**src/lfd_pkg.sv**
```systemverilog
// ----------------------------------------------------------------------------
// lfd_pkg
// Shared types and constants for the length-prefixed frame decoder.
// ----------------------------------------------------------------------------
package lfd_pkg;

    localparam int HdrBytes = 8;
    localparam int HdrCntW  = $clog2(HdrBytes);
    localparam int LenW     = 32;
    localparam int WordW    = 16;
    localparam int ByteW    = 8;
    localparam int HdrW     = HdrBytes * ByteW;

    localparam int QDepth   = 4;
    localparam int QAw      = $clog2(QDepth);
    localparam int QCntW    = $clog2(QDepth + 1);

    localparam int OutDataW = ByteW + LenW + 2 * WordW;

    typedef struct packed {
        logic [WordW-1:0] frame_type;
        logic [WordW-1:0] frame_flags;
        logic [LenW-1:0]  frame_length;
        logic             frame_end;
        logic             byte_valid;
        logic [ByteW-1:0] payload_byte;
    } t_result;

    typedef struct packed {
        logic    push;
        t_result item;
    } t_push;

endpackage

```
**src/lfd_front.sv**
```systemverilog
// ----------------------------------------------------------------------------
// lfd_front
// Accepts stream bytes, collects the header and classifies each byte.
// ----------------------------------------------------------------------------
module lfd_front (
    input  logic                      i_clk,
    input  logic                      i_rst_n,
    input  logic                      i_valid,
    output logic                      o_ready,
    input  logic [lfd_pkg::ByteW-1:0] i_byte,
    input  logic                      i_q_ready,
    output lfd_pkg::t_push            o_push
);

    logic                         r_in_payload;
    logic [lfd_pkg::HdrCntW-1:0]  r_count;
    logic [lfd_pkg::HdrW-1:0]     r_shift;
    logic [lfd_pkg::LenW-1:0]     r_left;

    logic [lfd_pkg::HdrW-1:0]     n_shift;
    logic [lfd_pkg::LenW-1:0]     n_len;
    logic                         accept;
    logic                         hdr_last;
    logic                         pay_last;

    assign o_ready  = i_q_ready;
    assign accept   = i_valid && i_q_ready;
    assign n_shift  = {r_shift[lfd_pkg::HdrW-lfd_pkg::ByteW-1:0], i_byte};
    assign n_len    = n_shift[lfd_pkg::HdrW-1 -: lfd_pkg::LenW];
    assign hdr_last = (r_count == lfd_pkg::HdrCntW'(lfd_pkg::HdrBytes - 1));
    assign pay_last = (r_left <= lfd_pkg::LenW'(1));

    always_comb begin
        o_push = '0;
        if (r_in_payload) begin
            o_push.push              = accept;
            o_push.item.payload_byte = i_byte;
            o_push.item.byte_valid   = 1'b1;
            o_push.item.frame_end    = pay_last;
            o_push.item.frame_length = r_shift[lfd_pkg::HdrW-1 -: lfd_pkg::LenW];
            o_push.item.frame_flags  = r_shift[2*lfd_pkg::WordW-1 -: lfd_pkg::WordW];
            o_push.item.frame_type   = r_shift[lfd_pkg::WordW-1:0];
        end else begin
            o_push.push              = accept && hdr_last && (n_len == '0);
            o_push.item.payload_byte = '0;
            o_push.item.byte_valid   = 1'b0;
            o_push.item.frame_end    = 1'b1;
            o_push.item.frame_length = n_len;
            o_push.item.frame_flags  = n_shift[2*lfd_pkg::WordW-1 -: lfd_pkg::WordW];
            o_push.item.frame_type   = n_shift[lfd_pkg::WordW-1:0];
        end
    end

    always_ff @(posedge i_clk) begin
        if (!i_rst_n) begin
            r_in_payload <= 1'b0;
            r_count      <= '0;
            r_left       <= '0;
        end else if (accept) begin
            if (r_in_payload) begin
                if (pay_last) begin
                    r_left       <= '0;
                    r_in_payload <= 1'b0;
                end else begin
                    r_left <= r_left - lfd_pkg::LenW'(1);
                end
            end else if (!hdr_last) begin
                r_count <= r_count + lfd_pkg::HdrCntW'(1);
            end else begin
                r_count <= '0;
                if (n_len != '0) begin
                    r_left       <= n_len;
                    r_in_payload <= 1'b1;
                end
            end
        end
    end

    always_ff @(posedge i_clk) begin
        if (accept && !r_in_payload) begin
            r_shift <= n_shift;
        end
    end

    a_payload_has_bytes: assert property (@(posedge i_clk) disable iff (!i_rst_n)
        r_in_payload |-> (r_left != '0))
        else $error("payload state with no bytes left");

    a_payload_count_idle: assert property (@(posedge i_clk) disable iff (!i_rst_n)
        r_in_payload |-> (r_count == '0))
        else $error("header count moved during payload");

endmodule

```
**src/lfd_queue.sv**
```systemverilog
// ----------------------------------------------------------------------------
// lfd_queue
// Short result queue between the classifier and the output stage.
// ----------------------------------------------------------------------------
module lfd_queue (
    input  logic                i_clk,
    input  logic                i_rst_n,
    input  lfd_pkg::t_push      i_push,
    output logic                o_ready,
    output logic                o_valid,
    output lfd_pkg::t_result    o_item,
    input  logic                i_pop
);

    lfd_pkg::t_result             r_mem [lfd_pkg::QDepth];
    logic [lfd_pkg::QAw-1:0]      r_wr;
    logic [lfd_pkg::QAw-1:0]      r_rd;
    logic [lfd_pkg::QCntW-1:0]    r_cnt;

    logic push;
    logic pop;

    assign o_ready = (r_cnt != lfd_pkg::QCntW'(lfd_pkg::QDepth));
    assign o_valid = (r_cnt != '0);
    assign o_item  = r_mem[r_rd];
    assign push    = i_push.push && o_ready;
    assign pop     = i_pop && o_valid;

    always_ff @(posedge i_clk) begin
        if (push) begin
            r_mem[r_wr] <= i_push.item;
        end
    end

    always_ff @(posedge i_clk) begin
        if (!i_rst_n) begin
            r_wr  <= '0;
            r_rd  <= '0;
            r_cnt <= '0;
        end else begin
            if (push) begin
                r_wr <= r_wr + lfd_pkg::QAw'(1);
            end
            if (pop) begin
                r_rd <= r_rd + lfd_pkg::QAw'(1);
            end
            if (push && !pop) begin
                r_cnt <= r_cnt + lfd_pkg::QCntW'(1);
            end else if (pop && !push) begin
                r_cnt <= r_cnt - lfd_pkg::QCntW'(1);
            end
        end
    end

    a_no_overflow: assert property (@(posedge i_clk) disable iff (!i_rst_n)
        i_push.push |-> o_ready)
        else $error("push into full queue");

    a_count_bound: assert property (@(posedge i_clk) disable iff (!i_rst_n)
        r_cnt <= lfd_pkg::QCntW'(lfd_pkg::QDepth))
        else $error("queue count out of range");

    a_ptr_match: assert property (@(posedge i_clk) disable iff (!i_rst_n)
        (r_cnt == '0) |-> (r_wr == r_rd))
        else $error("empty queue with pointers apart");

endmodule

```
**src/lfd_back.sv**
```systemverilog
// ----------------------------------------------------------------------------
// lfd_back
// Output register stage driving the result stream.
// ----------------------------------------------------------------------------
module lfd_back (
    input  logic                          i_clk,
    input  logic                          i_rst_n,
    input  logic                          i_valid,
    input  lfd_pkg::t_result              i_item,
    output logic                          o_pop,
    output logic                          o_tvalid,
    input  logic                          i_tready,
    output logic [lfd_pkg::OutDataW-1:0]  o_tdata,
    output logic                          o_tuser,
    output logic                          o_tlast
);

    logic             r_valid;
    lfd_pkg::t_result r_item;

    assign o_pop    = i_valid && (!r_valid || i_tready);
    assign o_tvalid = r_valid;
    assign o_tdata  = {r_item.frame_type, r_item.frame_flags, r_item.frame_length,
                       r_item.payload_byte};
    assign o_tuser  = r_item.byte_valid;
    assign o_tlast  = r_item.frame_end;

    always_ff @(posedge i_clk) begin
        if (!i_rst_n) begin
            r_valid <= 1'b0;
        end else if (o_pop) begin
            r_valid <= 1'b1;
        end else if (i_tready) begin
            r_valid <= 1'b0;
        end
    end

    always_ff @(posedge i_clk) begin
        if (o_pop) begin
            r_item <= i_item;
        end
    end

endmodule

```
**src/length_prefixed_frame_decoder_top.sv**
```systemverilog
// ----------------------------------------------------------------------------
// length_prefixed_frame_decoder_top
// Deframer for a byte stream of length-prefixed frames.
// ----------------------------------------------------------------------------
// Input: one byte per transfer on the slave stream. Each frame starts with an
// 8-byte big-endian header (32-bit length, 16-bit flags, 16-bit type),
// followed by that many payload bytes.
// Output: one transfer per payload byte, carrying the header fields; tlast
// marks the last byte of a frame. A zero-length frame gives one transfer with
// tuser low (no valid byte) on its last header byte. Other header bytes give
// no transfer.
// Throughput: one byte per cycle while the queue has room, set by the
// header/count update in the front stage. Each result is written to the queue
// when its byte is accepted, then to the output register.
// A stalled receiver fills the 4-entry queue; tready on the input drops only
// when the queue is full. Reset clears the header state, queue and output.
// ----------------------------------------------------------------------------
module length_prefixed_frame_decoder_top (
    input  logic                          i_clk,
    input  logic                          i_rst_n,
    input  logic                          i_s_tvalid,
    output logic                          o_s_tready,
    input  logic [7:0]                    i_s_tdata,   // [7:0] data_byte
    output logic                          o_m_tvalid,
    input  logic                          i_m_tready,
    output logic [lfd_pkg::OutDataW-1:0]  o_m_tdata,   // [7:0] payload_byte,
                                                       // [39:8] frame_length,
                                                       // [55:40] frame_flags,
                                                       // [71:56] frame_type
    output logic                          o_m_tuser,   // [0] byte_valid
    output logic                          o_m_tlast    // frame_end
);

    lfd_pkg::t_push   push;
    lfd_pkg::t_result q_item;
    logic             q_ready;
    logic             q_valid;
    logic             pop;

    lfd_front u_front (
        .i_clk     (i_clk),
        .i_rst_n   (i_rst_n),
        .i_valid   (i_s_tvalid),
        .o_ready   (o_s_tready),
        .i_byte    (i_s_tdata),
        .i_q_ready (q_ready),
        .o_push    (push)
    );

    lfd_queue u_queue (
        .i_clk   (i_clk),
        .i_rst_n (i_rst_n),
        .i_push  (push),
        .o_ready (q_ready),
        .o_valid (q_valid),
        .o_item  (q_item),
        .i_pop   (pop)
    );

    lfd_back u_back (
        .i_clk    (i_clk),
        .i_rst_n  (i_rst_n),
        .i_valid  (q_valid),
        .i_item   (q_item),
        .o_pop    (pop),
        .o_tvalid (o_m_tvalid),
        .i_tready (i_m_tready),
        .o_tdata  (o_m_tdata),
        .o_tuser  (o_m_tuser),
        .o_tlast  (o_m_tlast)
    );

endmodule

```
**config.mk**
```make
export PLATFORM = sky130hd
export DESIGN_NAME = length_prefixed_frame_decoder_top
export DESIGN_NICKNAME = d
export VERILOG_FILES = /design/src/lfd_pkg.sv /design/src/lfd_front.sv /design/src/lfd_queue.sv /design/src/lfd_back.sv /design/src/length_prefixed_frame_decoder_top.sv
export SDC_FILE = /design/constraint.sdc
export NUM_CORES = 1
export LEC_CHECK = 0
export BUFFER_PORTS_ARGS = -buffer_cell sky130_fd_sc_hd__buf_2
export CAP_MARGIN = 10
export CORE_UTILIZATION = 40
export CTS_CLUSTER_SIZE = 25
export DETAILED_ROUTE_END_ITERATION = 16
export PLACE_DENSITY = 0.61
export REMOVE_ABC_BUFFERS = 1
export SLEW_MARGIN = 30
export SYNTH_ARGS = -nofsm -noshare
export SYNTH_HDL_FRONTEND = slang
export SYNTH_SLANG_ARGS = --single-unit
```
**constraint.sdc**
```tcl
create_clock -name i_clk -period 9 [get_ports i_clk]
set_input_delay 0.9 -clock i_clk [delete_from_list [all_inputs] [get_ports i_clk]]
set_output_delay 0.9 -clock i_clk [all_outputs]
set_load 0.01 [all_outputs]
```
==> impl_metrics.json <==
{
  "chipWidth_um": 216,
  "fin_util_pct": 46.6,
  "switchingPower_mw": 1.51,
  "synth_edf_count": 434,
  "gp_congestion": 0.905,
  "switching_share_pct": 25.6,
  "io_buffers": 87,
  "combPwrFrac_pct": 15.1,
  "slew_viol_final": 0,
  "arrival_ps": 3490,
  "ys_seq_area_share_pct": 75.8,
  "status": "complete, no violations",
  "grt_remaining_overflow": 0,
  "grt_usage_pct": 16.0,
  "synth_compound_area_share_pct": 4.68,
  "clockBufferDepth": 3,
  "areaGrowthSynthToFinish_pct": 14.9,
  "fin_crit_ps": 3300,
  "num_vias": 9226,
  "ys_seq_elements": 478,
  "avgSynthCellArea_um2": 18.7,
  "first_iter_violations": 801,
  "io_pins": 88,
  "drive_above_1_share_pct": 27.7,
  "initial_utilization_pct": 40.5,
  "cts_tree": "yes",
  "fillers": 3913,
  "n_antenna_cell": 0,
  "nets": 1112,
  "drtPass1Iterations": 5,
  "intPower_mw": 4.40,
  "report.final.hold_viol_count": 0,
  "synthTopCellsByArea": "edfxtp_1 71%, mux4_2 9.1%, dfxtp_1 4.8%, mux2_2 2.9%, nand2_1 1.2%",
  "tns_ps": 0,
  "cp_max_fo": 38,
  "synthFlopType": "edfxtp_1",
  "synth.top_cell.area_share_pct": 71.0,
  "postCtsHoldBufs": 0,
  "ys_async_sr_fraction_pct": 0,
  "slew_headroom_pct": 39.3,
  "syn-cell-area_um2": 18400,
  "power_density_nw_per_um2": 280,
  "clock.fmax_mhz": 303,
  "stdcell_area_um2": 21100,
  "p_leak_nw": 6.90,
  "seqPwrFrac_pct": 51.0,
  "clock_sinks": 478,
  "start_kind": "flip-flop",
  "finalCritPeriodShare_pct": 36.6,
  "muxShareOfSynthArea_pct": 12.1,
  "grt_pass1_vias": 9525,
  "yosys_warnings": 0,
  "drv_cap": 0,
  "dp_hpwl_um": 22000,
  "clk_pin_slew_worst_paths_ps": 60,
  "peakVddDrop_v": 0.000241,
  "clkPwrFrac_pct": 33.9,
  "root_buffer": "clkbuf_16",
  "clk_latency_ps": 570,
  "syn_inst": 981,
  "synth.largest_area_cell": "edfxtp_1",
  "crit_required_ps": 9200,
  "drtAntennaViolNets": 0,
  "tightest_slew_ps": 903,
  "rows": 78,
  "die_h_um": 216,
  "fin_skew_ps": 14.0,
  "drt_wl_total_um": 36800,
  "worstSetupPathType": "flip-flop to flip-flop",
  "drc": 0,
  "cts_max_level": 2,
  "hold_path.class": "flip-flop to flip-flop",
  "grt_max_degree": 59,
  "cts-resized-gates": 0,
  "synth_top_family_by_area": "multiplexers",
  "rsz0062_at_grt": "false",
  "antenna_found_initial": 0,
  "synth_cell_types": 70,
  "final-seq-area_um2": 13900,
  "finalSetupViolations": 0,
  "place_area_um2": 19500,
  "grt_pass1_wl_um": 57300,
  "final_cell_mix": "434 x edfxtp_1, 87 x buf_2, 74 x mux4_2",
  "yosys.area_share.simple_pct": 5.15,
  "cts_setup_buffers": 0,
  "synthAdderAreaFrac_pct": 0.722,
  "synthXorXnorAreaFrac_pct": 0.286,
  "core_um2": 45300,
  "avgRoutedWirePerCell_um": 21.3,
  "critPathCaptureType": "flip-flop",
  "vias_per_cell": 5.33,
  "multiInputGateArea_um2": 4250,
  "die-area_um2": 46800,
  "cts_made_buffers": 48,
  "layout_commonest_cell": "edfxtp_1"
}
-- final cells by class --
| type | instances | share of cell area (%) |
|---|---|---|
| Multi-Input combinational cell | 451 | 20.1 |
| Inverter | 12 | 0.237 |
| Clock inverter | 31 | 1.46 |
| Sequential cell | 478 | 66.0 |
| Tap cell | 600 | 3.56 |
| Timing Repair Buffer | 99 | 2.59 |
| Clock buffer | 59 | 5.99 |
-- flip-flops by register name, indices dropped and copies added, names as in the netlist, 2 cells and up --
register and cells:
u_queue.r_wr 2, u_back.o_tdata 72, u_front.r_left 32, u_queue.r_cnt 3, u_queue.r_mem 296, u_front.r_shift 64, u_front.r_count 3, u_queue.r_rd 2
-- routing by layer --
| metal | global-route usage (%) | vias to the layer above | part of all wire [%] |
|---|---|---|---|
| met5 | 0 | - | 0 |
| met3 | 2.55 | 49 | 4.0 |
| met2 | 25.9 | 189 | 48 |
| li1 | - | 4204 | - |
| met1 | 22.3 | 4784 | 46 |
| met4 | 4.95 | 0 | 1.9 |
-- power by group through the flow --
stage,logic [mW],registers (mW),clock network (mW)
floorplan,0.458,3.17,0
global placement,0.908,3.07,0
detailed placement,0.922,3.07,0
CTS,0.926,3.03,2.05
global route,0.979,3.05,2.14
finish,0.894,3.01,2.00
-- final timing paths --
| kind | start | slack (ps) | cells after the start | endpoint |
|---|---|---|---|---|
| worst max-delay path | u_front.r_shift[31] | 5700 | 6 | u_queue.r_mem[2][17] |
| worst min-delay path | u_front.r_count[2] | 480 | 2 | u_front.r_count[2] |
| worst max register to register | u_front.r_shift[31] | 5700 | 6 | u_queue.r_mem[2][17] |
| worst min register to register | u_front.r_count[2] | 480 | 2 | u_front.r_count[2] |
-- synthesized netlist by cell type, types with 4 or more instances --
cell type	number
a21o_1	6
a21oi_1	31
a22oi_1	4
a31oi_1	4
a32o_1	4
and2_1	14
buf_1	8
buf_2	5
clkbuf_1	24
dfxtp_1	44
edfxtp_1	434
ha_1	9
inv_1	10
mux2_2	48
mux4_2	74
nand2_1	59
nand3_1	8
nand4_1	4
nor2_1	35
nor2b_1	4
nor3_1	17
nor4_1	13
o211ai_1	6
o21a_1	4
o21ai_0	35
o2bb2ai_1	7
xor2_1	4
-- stage by stage --
step	cells	total power, mW	hold slack [ps]	setup slack (ps)
5_1_grt	1730	6.17	497	5470
3_5_place_dp	1640	3.99	461	5610
6_report	1730	5.91	482	5700
2_1_floorplan	941	3.63	440	2930
4_1_cts	1730	6.00	476	5600
3_3_place_gp	1639	3.98	459	5640
-- cell families (layout without fill, tap and decap cells) --
logic type	after synthesis	in the layout
AO/OA/AOI/OAI	130	130
XOR/XNOR	6	6
adder cells (fa/ha/maj)	10	10
buffers and inverters	52	201
flip-flops	478	478
multiplexers	124	124
AND/OR/NAND/NOR	181	181
-- critical path, stage by stage (launching register included) --
cell and delay (ps):
edfxtp_1 450, nor4_1 530, nand4_1 240, nor3_1 180
o21a_1 300, and2_4 580, buf_4 590
Note: power is estimated with default switching activity, not from simulation.
